## config.mk

```make
export PLATFORM = sky130hd
export DESIGN_NAME = int_to_ascii_dec_hex
export DESIGN_NICKNAME = d
export VERILOG_FILES = /design/src/rtl/itad_pkg.sv /design/src/rtl/int_to_ascii_dec_hex.sv /design/src/rtl/itad_dd_step.sv
export VERILOG_INCLUDE_DIRS = /design/src /design/src/rtl
export SDC_FILE = /design/constraint.sdc
export NUM_CORES = 1
export LEC_CHECK = 0
export BUFFER_PORTS_ARGS = -buffer_cell sky130_fd_sc_hd__buf_2
export CORE_UTILIZATION = 25
export CTS_CLUSTER_SIZE = 24
export DETAILED_ROUTE_END_ITERATION = 8
export GPL_TIMING_DRIVEN = 0
export PLACE_DENSITY_LB_ADDON = 0.25
export SETUP_SLACK_MARGIN = 0.15
export SLEW_MARGIN = 20
export SYNTH_ARGS = -nofsm -noshare
export SYNTH_HDL_FRONTEND = slang
export SYNTH_SLANG_ARGS = --single-unit
```

## constraint.sdc

```tcl
create_clock -name clk_i -period 4.5 [get_ports clk_i]
set_clock_uncertainty 0.1 [all_clocks]
set_input_delay 0.9 -clock clk_i [delete_from_list [all_inputs] [get_ports clk_i]]
set_output_delay 0.9 -clock clk_i [all_outputs]
set_load 0.005 [all_outputs]
```

## src/rtl/int_to_ascii_dec_hex_defines.svh

```systemverilog
// Assertion macros for the binary to ASCII converter.
`ifndef INT_TO_ASCII_DEC_HEX_DEFINES_SVH
`define INT_TO_ASCII_DEC_HEX_DEFINES_SVH

// Same-cycle implication, checked on clk_i, off during reset.
`define ITAD_ASSERT_IMP(lbl, ante, cons) \
  lbl: assert property (@(posedge clk_i) disable iff (!rst_ni) (ante) |-> (cons)) \
    else $error("itad: same-cycle check failed");

// Next-cycle implication, checked on clk_i, off during reset.
`define ITAD_ASSERT_NXT(lbl, ante, cons) \
  lbl: assert property (@(posedge clk_i) disable iff (!rst_ni) (ante) |=> (cons)) \
    else $error("itad: next-cycle check failed");

`endif

```

## src/rtl/itad_pkg.sv

```systemverilog
// Shared constants and helpers for the binary to ASCII converter.
`default_nettype none
package itad_pkg;

  localparam logic [7:0] CHAR_ZERO   = 8'h30;
  localparam logic [7:0] CHAR_LOWER_A = 8'h61;
  localparam logic [7:0] CHAR_MINUS  = 8'h2d;

  localparam logic [3:0] BCD_ADJ_LIMIT = 4'd5;
  localparam logic [3:0] BCD_ADJ       = 4'd3;
  localparam logic [3:0] DEC_RADIX     = 4'd10;

  localparam logic RADIX_DEC = 1'b0;
  localparam logic RADIX_HEX = 1'b1;

  // Map one digit 0..15 to lowercase ASCII.
  function automatic logic [7:0] digit_char(input logic [3:0] d);
    logic [7:0] c;
    if (d < DEC_RADIX) begin
      c = CHAR_ZERO + {4'd0, d};
    end else begin
      c = CHAR_LOWER_A + {4'd0, d - DEC_RADIX};
    end
    return c;
  endfunction

endpackage
`default_nettype wire

```

## src/rtl/int_to_ascii_dec_hex.sv

```systemverilog
// Top level: binary word to ASCII decimal or hex characters, at most one per cycle.
//
//  channel  | handshake          | payload
//  ---------+--------------------+-------------------------------------
//  input    | start / busy       | value_i, radix_mode_i
//  result   | valid_o (strobe)   | ascii_char_o, last_char_o
//
// A word is taken when start is high and busy is low. Decimal words pass
// through the shared shift-and-add-3 unit, go through the sign state for '-'
// when negative, then walk the NDIG digit slots: leading zero
// slots are dropped one a cycle, each digit leaves one a cycle.
// Hex words skip the conversion and go straight to the digit slots. Busy
// stays high until the last character of a word is sent, so a new word is
// taken only after the previous one is done, back in idle.
// Reset returns to idle; the receiver cannot stall, each
// character is shown for one cycle.
`default_nettype none
`include "int_to_ascii_dec_hex_defines.svh"
module int_to_ascii_dec_hex #(
  parameter int unsigned VALUE_WIDTH = 32
) (
  input  wire logic                   clk_i,
  input  wire logic                   rst_ni,
  input  wire logic                   start,
  output logic                        busy,
  input  wire logic [VALUE_WIDTH-1:0] value_i,
  input  wire logic                   radix_mode_i,
  output logic                        valid_o,
  output logic [7:0]                  ascii_char_o,
  output logic                        last_char_o
);
  import itad_pkg::*;

  localparam int unsigned NDEC = (VALUE_WIDTH * 1233) / 4096 + 1;
  localparam int unsigned NHEX = (VALUE_WIDTH + 3) / 4;
  localparam int unsigned NDIG = (NDEC > NHEX) ? NDEC : NHEX;
  localparam int unsigned BW   = 4 * NDIG;
  localparam int unsigned CW   = $clog2(VALUE_WIDTH + 1);
  localparam int unsigned RW   = $clog2(NDIG + 1);

  localparam logic [1:0] ST_IDLE = 2'd0;
  localparam logic [1:0] ST_CONV = 2'd1;
  localparam logic [1:0] ST_SIGN = 2'd2;
  localparam logic [1:0] ST_OUT  = 2'd3;

  logic [1:0]             state_q, state_d;
  logic [VALUE_WIDTH-1:0] bin_q, bin_d;
  logic [BW-1:0]          bcd_q, bcd_d;
  logic [CW-1:0]          cnt_q, cnt_d;
  logic [RW-1:0]          rem_q, rem_d;
  logic                   started_q, started_d;
  logic                   valid_q, valid_d;
  logic                   last_q, last_d;
  logic [7:0]             char_q, char_d;

  logic [VALUE_WIDTH-1:0] mag;
  logic                   is_neg;
  logic [BW-1:0]          step_bcd;
  logic [3:0]             top_dig;

  // Shared conversion unit, one input bit a cycle.
  itad_dd_step #(.NDIG(NDIG)) u_step (
    .bcd_i (bcd_q),
    .bit_i (bin_q[VALUE_WIDTH-1]),
    .bcd_o (step_bcd)
  );

  // Magnitude of the incoming word.
  assign is_neg  = (radix_mode_i == RADIX_DEC) && value_i[VALUE_WIDTH-1];
  assign mag     = is_neg ? (~value_i + {{(VALUE_WIDTH-1){1'b0}}, 1'b1}) : value_i;
  assign top_dig = bcd_q[BW-1 -: 4];

  // Sequencer.
  always_comb begin
    state_d   = state_q;
    bin_d     = bin_q;
    bcd_d     = bcd_q;
    cnt_d     = cnt_q;
    rem_d     = rem_q;
    started_d = started_q;
    valid_d   = 1'b0;
    last_d    = 1'b0;
    char_d    = char_q;
    unique case (state_q)
      ST_IDLE: begin
        if (start) begin
          started_d = 1'b0;
          rem_d     = RW'(NDIG);
          if (radix_mode_i == RADIX_HEX) begin
            bcd_d   = BW'(value_i);
            state_d = ST_OUT;
          end else begin
            bin_d   = mag;
            bcd_d   = '0;
            cnt_d   = CW'(VALUE_WIDTH);
            state_d = ST_CONV;
          end
        end
      end
      ST_CONV: begin
        bcd_d = step_bcd;
        bin_d = bin_q << 1;
        cnt_d = cnt_q - CW'(1);
        if (cnt_q == CW'(1)) begin
          state_d = started_q ? ST_SIGN : ST_OUT;
        end
      end
      ST_SIGN: begin
        valid_d = 1'b1;
        char_d  = CHAR_MINUS;
        state_d = ST_OUT;
      end
      ST_OUT: begin
        bcd_d = bcd_q << 4;
        rem_d = rem_q - RW'(1);
        if (started_q || (top_dig != 4'd0) || (rem_q == RW'(1))) begin
          started_d = 1'b1;
          valid_d   = 1'b1;
          char_d    = digit_char(top_dig);
          if (rem_q == RW'(1)) begin
            last_d  = 1'b1;
            state_d = ST_IDLE;
          end
        end
      end
      default: state_d = ST_IDLE;
    endcase
    // The sign flag rides in started_q during conversion.
    if (state_q == ST_IDLE && start && radix_mode_i == RADIX_DEC) begin
      started_d = is_neg;
    end
    if (state_q == ST_CONV && cnt_q == CW'(1)) begin
      started_d = 1'b0;
    end
  end

  // Control registers.
  always_ff @(posedge clk_i or negedge rst_ni) begin
    if (!rst_ni) begin
      state_q   <= ST_IDLE;
      cnt_q     <= '0;
      rem_q     <= '0;
      started_q <= 1'b0;
      valid_q   <= 1'b0;
      last_q    <= 1'b0;
    end else begin
      state_q   <= state_d;
      cnt_q     <= cnt_d;
      rem_q     <= rem_d;
      started_q <= started_d;
      valid_q   <= valid_d;
      last_q    <= last_d;
    end
  end

  // Datapath registers.
  always_ff @(posedge clk_i) begin
    bin_q  <= bin_d;
    bcd_q  <= bcd_d;
    char_q <= char_d;
  end

  assign busy         = (state_q != ST_IDLE);
  assign valid_o      = valid_q;
  assign ascii_char_o = char_q;
  assign last_char_o  = last_q;

  // Checks.
  `ITAD_ASSERT_IMP(a_last_has_valid, last_char_o, valid_o)
  `ITAD_ASSERT_NXT(a_idle_no_word, !busy, !valid_o)
  `ITAD_ASSERT_NXT(a_start_busy, start && !busy, busy)
  `ITAD_ASSERT_IMP(a_last_frees, valid_o && last_char_o, !busy)

endmodule
`default_nettype wire

```

## src/rtl/itad_dd_step.sv

```systemverilog
// One shift-and-add-3 step of the binary to BCD converter.
`default_nettype none
module itad_dd_step #(
  parameter int unsigned NDIG = 10
) (
  input  wire logic [4*NDIG-1:0] bcd_i,
  input  wire logic              bit_i,
  output logic      [4*NDIG-1:0] bcd_o
);
  import itad_pkg::*;

  logic [4*NDIG-1:0] adj;

  // Digits at 5 or above get +3 so the shift carries into the next digit.
  always_comb begin
    for (int i = 0; i < NDIG; i++) begin
      if (bcd_i[4*i +: 4] >= BCD_ADJ_LIMIT) begin
        adj[4*i +: 4] = bcd_i[4*i +: 4] + BCD_ADJ;
      end else begin
        adj[4*i +: 4] = bcd_i[4*i +: 4];
      end
    end
  end

  assign bcd_o = {adj[4*NDIG-2:0], bit_i};

endmodule
`default_nettype wire

```

-- After elaboration in Yosys (flattened, before gate mapping)
Cells that the tools add are included.
- add/subtract/negate cells: 16
- order comparisons: 11
- equality and inequality tests: 12
- multiplexer cells: 42
- bitwise gates (word level): 2
- reduce and logical (&&, ||, !) cells: 20
- operator list (cell ; count):
    $mux 32 ; 4
    $pmux 40 s3 ; 1
    $pmux 32 s2 ; 1
    $ge 4x3->1 const B ; 10
    $mux 4 ; 10
    $mux 40 ; 1
    $add 4x2->4 const B ; 9
    $add 32x1->32 const B ; 1
    $not 32->32 ; 1
    $mux 8 ; 2
    $pmux 8 s2 ; 1
    $mux 6 ; 2
    $pmux 6 s2 ; 1
    $mux 2 ; 5
    $ne 2x2->1 const B ; 5
    $mux 1 ; 9
    $add 7x4->8 const A ; 1
    $pmux 2 s4 ; 1
    $pmux 4 s2 ; 1
    $reduce_bool 2->1 ; 4
    $reduce_bool 4->1 ; 2
    $add 6x4->7 const A ; 1
    $eq 6x1->1 const B ; 1
    $reduce_and 2->1 ; 3
    other kinds (19) ; 26
- register bits: 95
- output and inout bits: 11
- word-level logic and storage cells: 112

-- Longest topological paths before layout
- word-level depth: 7
- mapped depth: 8

-- By module
A second synthesis with hierarchy kept.
- cell total of the unflattened synthesis: 671
- area, all modules: 6347.3 um^2
- modules (own cells, without submodules) (module ; times used ; cells an instance ; area an instance (um^2)):
    int_to_ascii_dec_hex ; 1 ; 514 ; 5346.4
    itad_dd_step ; 1 ; 157 ; 1001.0

-- Worst setup path after synthesis
No wires, ideal clock.
- path kind: reg2reg
- start: register state_q[1]
- end: register bin_q[0] (enable)
- setup time: 0.474 ns
- arrival: 3.674 ns
- path slack: 0.251 ns
- stages on the path, launching flop included: 6
- path buffers: 1
- cell sequence: dfrtp_1 > inv_1 > ha_1 > clkbuf_1 > clkinv_1 > o21ai_0
- cells in the longest elaborated chain, start to end: 3
- elaborated cells on any way between the ends: 6
- those cells by class: 3 x eq/ne; 3 x reduce/logical
- RTL lines (item ; line ; source):
    start: declaration ; int_to_ascii_dec_hex.sv:46 ; logic [1:0] state_q, state_d;
    start signal: assignment ; int_to_ascii_dec_hex.sv:147 ; state_q <= state_d;
    $eq 2x1->1 or $logic_not 2->1 (tied branches) ; int_to_ascii_dec_hex.sv:84 ; unique case (state_q)
    $reduce_bool 2->1 (no line) or $ne 2x2->1 (tied branches) ; n/a ;
    $reduce_and 3->1 (no line) * ; n/a ;
    end signal: assignment ; int_to_ascii_dec_hex.sv:158 ; bin_q <= bin_d;
    end: declaration ; int_to_ascii_dec_hex.sv:47 ; logic [VALUE_WIDTH-1:0] bin_q, bin_d;
Every way passes the cells marked *; elsewhere a longest branch is shown, timed or not.
A chain may end at the register's enable or synchronous reset.

-- Final worst setup path
- start: register state_q[1]
- end: register bin_q[8] (data pin)
- cells in the longest elaborated chain, start to end: 2
- elaborated cells on any way between the ends: 3
- those cells by class: 1 x eq/ne; 1 x mux; 1 x reduce/logical
- RTL lines (item ; line):
    $eq 2x1->1 or $logic_not 2->1 (tied branches) ; int_to_ascii_dec_hex.sv:84
    $pmux 32 s2 * ; int_to_ascii_dec_hex.sv:84
    net bin_d[8] ; int_to_ascii_dec_hex.sv:47
Mark *: on every way through the listed nets, which the timed path passes. The rest lies on a longest branch.

==> flow_summary.toml <==
[outcome]
status = "finished, final reports clean"

[cts]
cts_buffer_depth = 2
postCtsResizedCells = 0
htreeDepth = 3
cts_root_buf = "clkbuf_16"
cts_tree = "built"
cts_buffers = 9
post-cts-setup-buffers = 0
insertion_delay_ps = 350
postCtsHoldBufs = 0
cts_sinks = 93
clkSlewWorstSetupHoldPaths_ps = 80

[sta]
fin_worst_hold_slack_ps = 345
layout_min_cycle_time_ps = 3260
drv_slew = 0
max_freq_mhz = 307
hold_viol = 0
fin_crit_sh_pct = 72.5
worst_pin_slew_ps = 1050
finalSetupViolCount = 0
rsz0062_at_grt = "false"
fin_tns_setup_ps = 0
relSlewSlack_pct = 29.2

[final_layout]
num-nets-final = 784
final_cell_mix = "edfxtp_1, o21ai_0, a21oi_1"
final_common_cell = "edfxtp_1"
synthToLayoutAreaGrowth_pct = 15.4
final_layout_size_suffix_gt1_share_pct = 10.9
utilization_pct = 29.7
antennaDiodeCount = 0

[drt]
ant_nets = 0
drc_errors = 0
drt_iter0_drc = 479
num_vias = 5232
wl_um = 17900
routed_via_density = 5.02
wire_per_inst_um = 17.2
firstDrtPassIters = 6

[power]
power_density_nw_per_um2 = 696
ir_drop_uv = 183
power_w = 0.00507
p_leak_nw = 2.64

[global_routing]
grt_pass1_wl_um = 28200
grt_pass1_vias = 4892
grt_usage_pct = 14.1
antenna_found_initial = 1
globalRoute.totalOverflow = 0
grt_max_degree = 24

[synthesis]
synth_cell_type_count = 63
synth.net_count = 729
postSynthCellCount = 658
synth_edf_count = 78
synth_flop_cell = "edfxtp_1"
post_synth_instance_area_um2 = 6320
yosys_warnings = 0
synth-seq-cells = 93
async_flop_share_pct = 16.1
syn_area_per_cell_um2 = 9.60
seq_area_frac_synth_pct = 43.0

[setup_path]
cp_top_family = "buffers and inverters"
path_cells = "inv_1 > ha_1 > clkbuf_1 > buf_1 > buf_1 > clkbuf_1 > o21ai_0"
worstPathArrival_ps = 3240
crit_buf_inv = 5
worst-setup-path-type = "reg -> reg"
crit_required_ps = 4480
cp_max_fo = 10
start_kind = "flop"
end_kind = "flop"
cpMaxStageDelayCell = "clkbuf_1"
max_stage_delay_ps = 540

[hold_path]
hold_path_class = "in -> async"

[floorplan]
io_pins = 47
core_um2 = 24500
row_count = 57
die_area_um2 = 25900
die_h_um = 161
start_util_pct = 25.7
fp.dieW_um = 161

[placed_design]
gp_congestion = 0.795
dp.final_hpwl_um = 13100
io_buffer_count = 42

[job]
maxCapViolations = 0
==> synthesized netlist by cell type, types with 23 or more instances <==
library cell / number / share of area (%)
nor3_1: 24 / 1.9
nand2_1: 31 / 1.8
nor3b_1: 30 / 3.6
o21ai_0: 68 / 5.4
a21oi_1: 45 / 3.6
clkbuf_1: 27 / 1.6
edfxtp_1: 78 / 37
nand3_1: 26 / 2.1
ha_1: 35 / 6.9
inv_1: 37 / 2.2
xnor2_1: 23 / 3.2
nor2_1: 35 / 2.1
==> worst register-to-register path, stage by stage, from the launching register on <==
cell,delay [ps]
dfrtp_1,450
inv_1,140
ha_1,150
clkbuf_1,410
buf_1,490
buf_1,510
clkbuf_1,550
o21ai_0,210
==> cell families (layout without fill, tap and decap cells) <==
logic type	after synthesis	count (layout)	synth area share, %
simple gates	221	221	19.9
compound gates	183	183	18.3
flops	93	93	43.0
buf+inv	77	137	4.81
fa+ha+maj	35	35	6.93
xor+xnor	32	32	4.44
mux	15	15	2.46
other cells	2	2	0.119
==> layer usage <==
metal	vias to the layer above	GRT usage, %	wire, µm
li1	2575	-	-
met4	2	4.12	229
met3	20	1.99	632
met1	2507	20.1	8900
met5	-	0	9
met2	128	21.9	8120
==> report_power, final <==
| group | internal [W] | leakage (nW) | total [W] | switching [W] |
|---|---|---|---|---|
| clock network | 0.000412 | 0.149 | 0.000783 | 0.000371 |
| registers | 0.00156 | 0.957 | 0.00185 | 0.000284 |
| logic | 0.000960 | 1.54 | 0.00244 | 0.00148 |
==> metrics by stage <==
step           setup slack (ps)  std cells  area [µm²]
2_1_floorplan               251        658        6320
3_3_place_gp              -1830       1024        6930
3_5_place_dp               1080       1026        7000
4_1_cts                    1190       1042        7290
5_1_grt                    1040       1042        7290
6_report                   1240       1042        7290
==> registers in the layout (all words and copies together) (netlist names) <==
register,flops
state_q,2
started_q,1
ascii_char_o,6
cnt_q,6
rem_q,4
bcd_q,40
valid_o,1
last_char_o,1
bin_q,32
==> worst paths after layout <==
kind,depth (start not counted),startpoint,slack (ps),endpoint
hold reg to reg,2,bin_q[3],430,bin_q[4]
hold / removal,1,rst_ni,340,valid_o
setup / recovery,7,state_q[1],1240,bin_q[8]
min in group clk_i,2,bin_q[3],430,bin_q[4]
max in group asynchronous,1,rst_ni,3680,cnt_q[1]
setup reg to reg,7,state_q[1],1240,bin_q[8]
==> area by class of cell <==
cell class	instances	area [µm²]
plain buffers	38	158
multi-input cells	488	3310
flip-flops and latches	93	2720
clock inverters	6	40.0
well taps	324	405
inverters	39	146
fillers	2649	17200
repair buffers	44	258
clock buffers	10	250
Power figures use the tool's default switching activity.
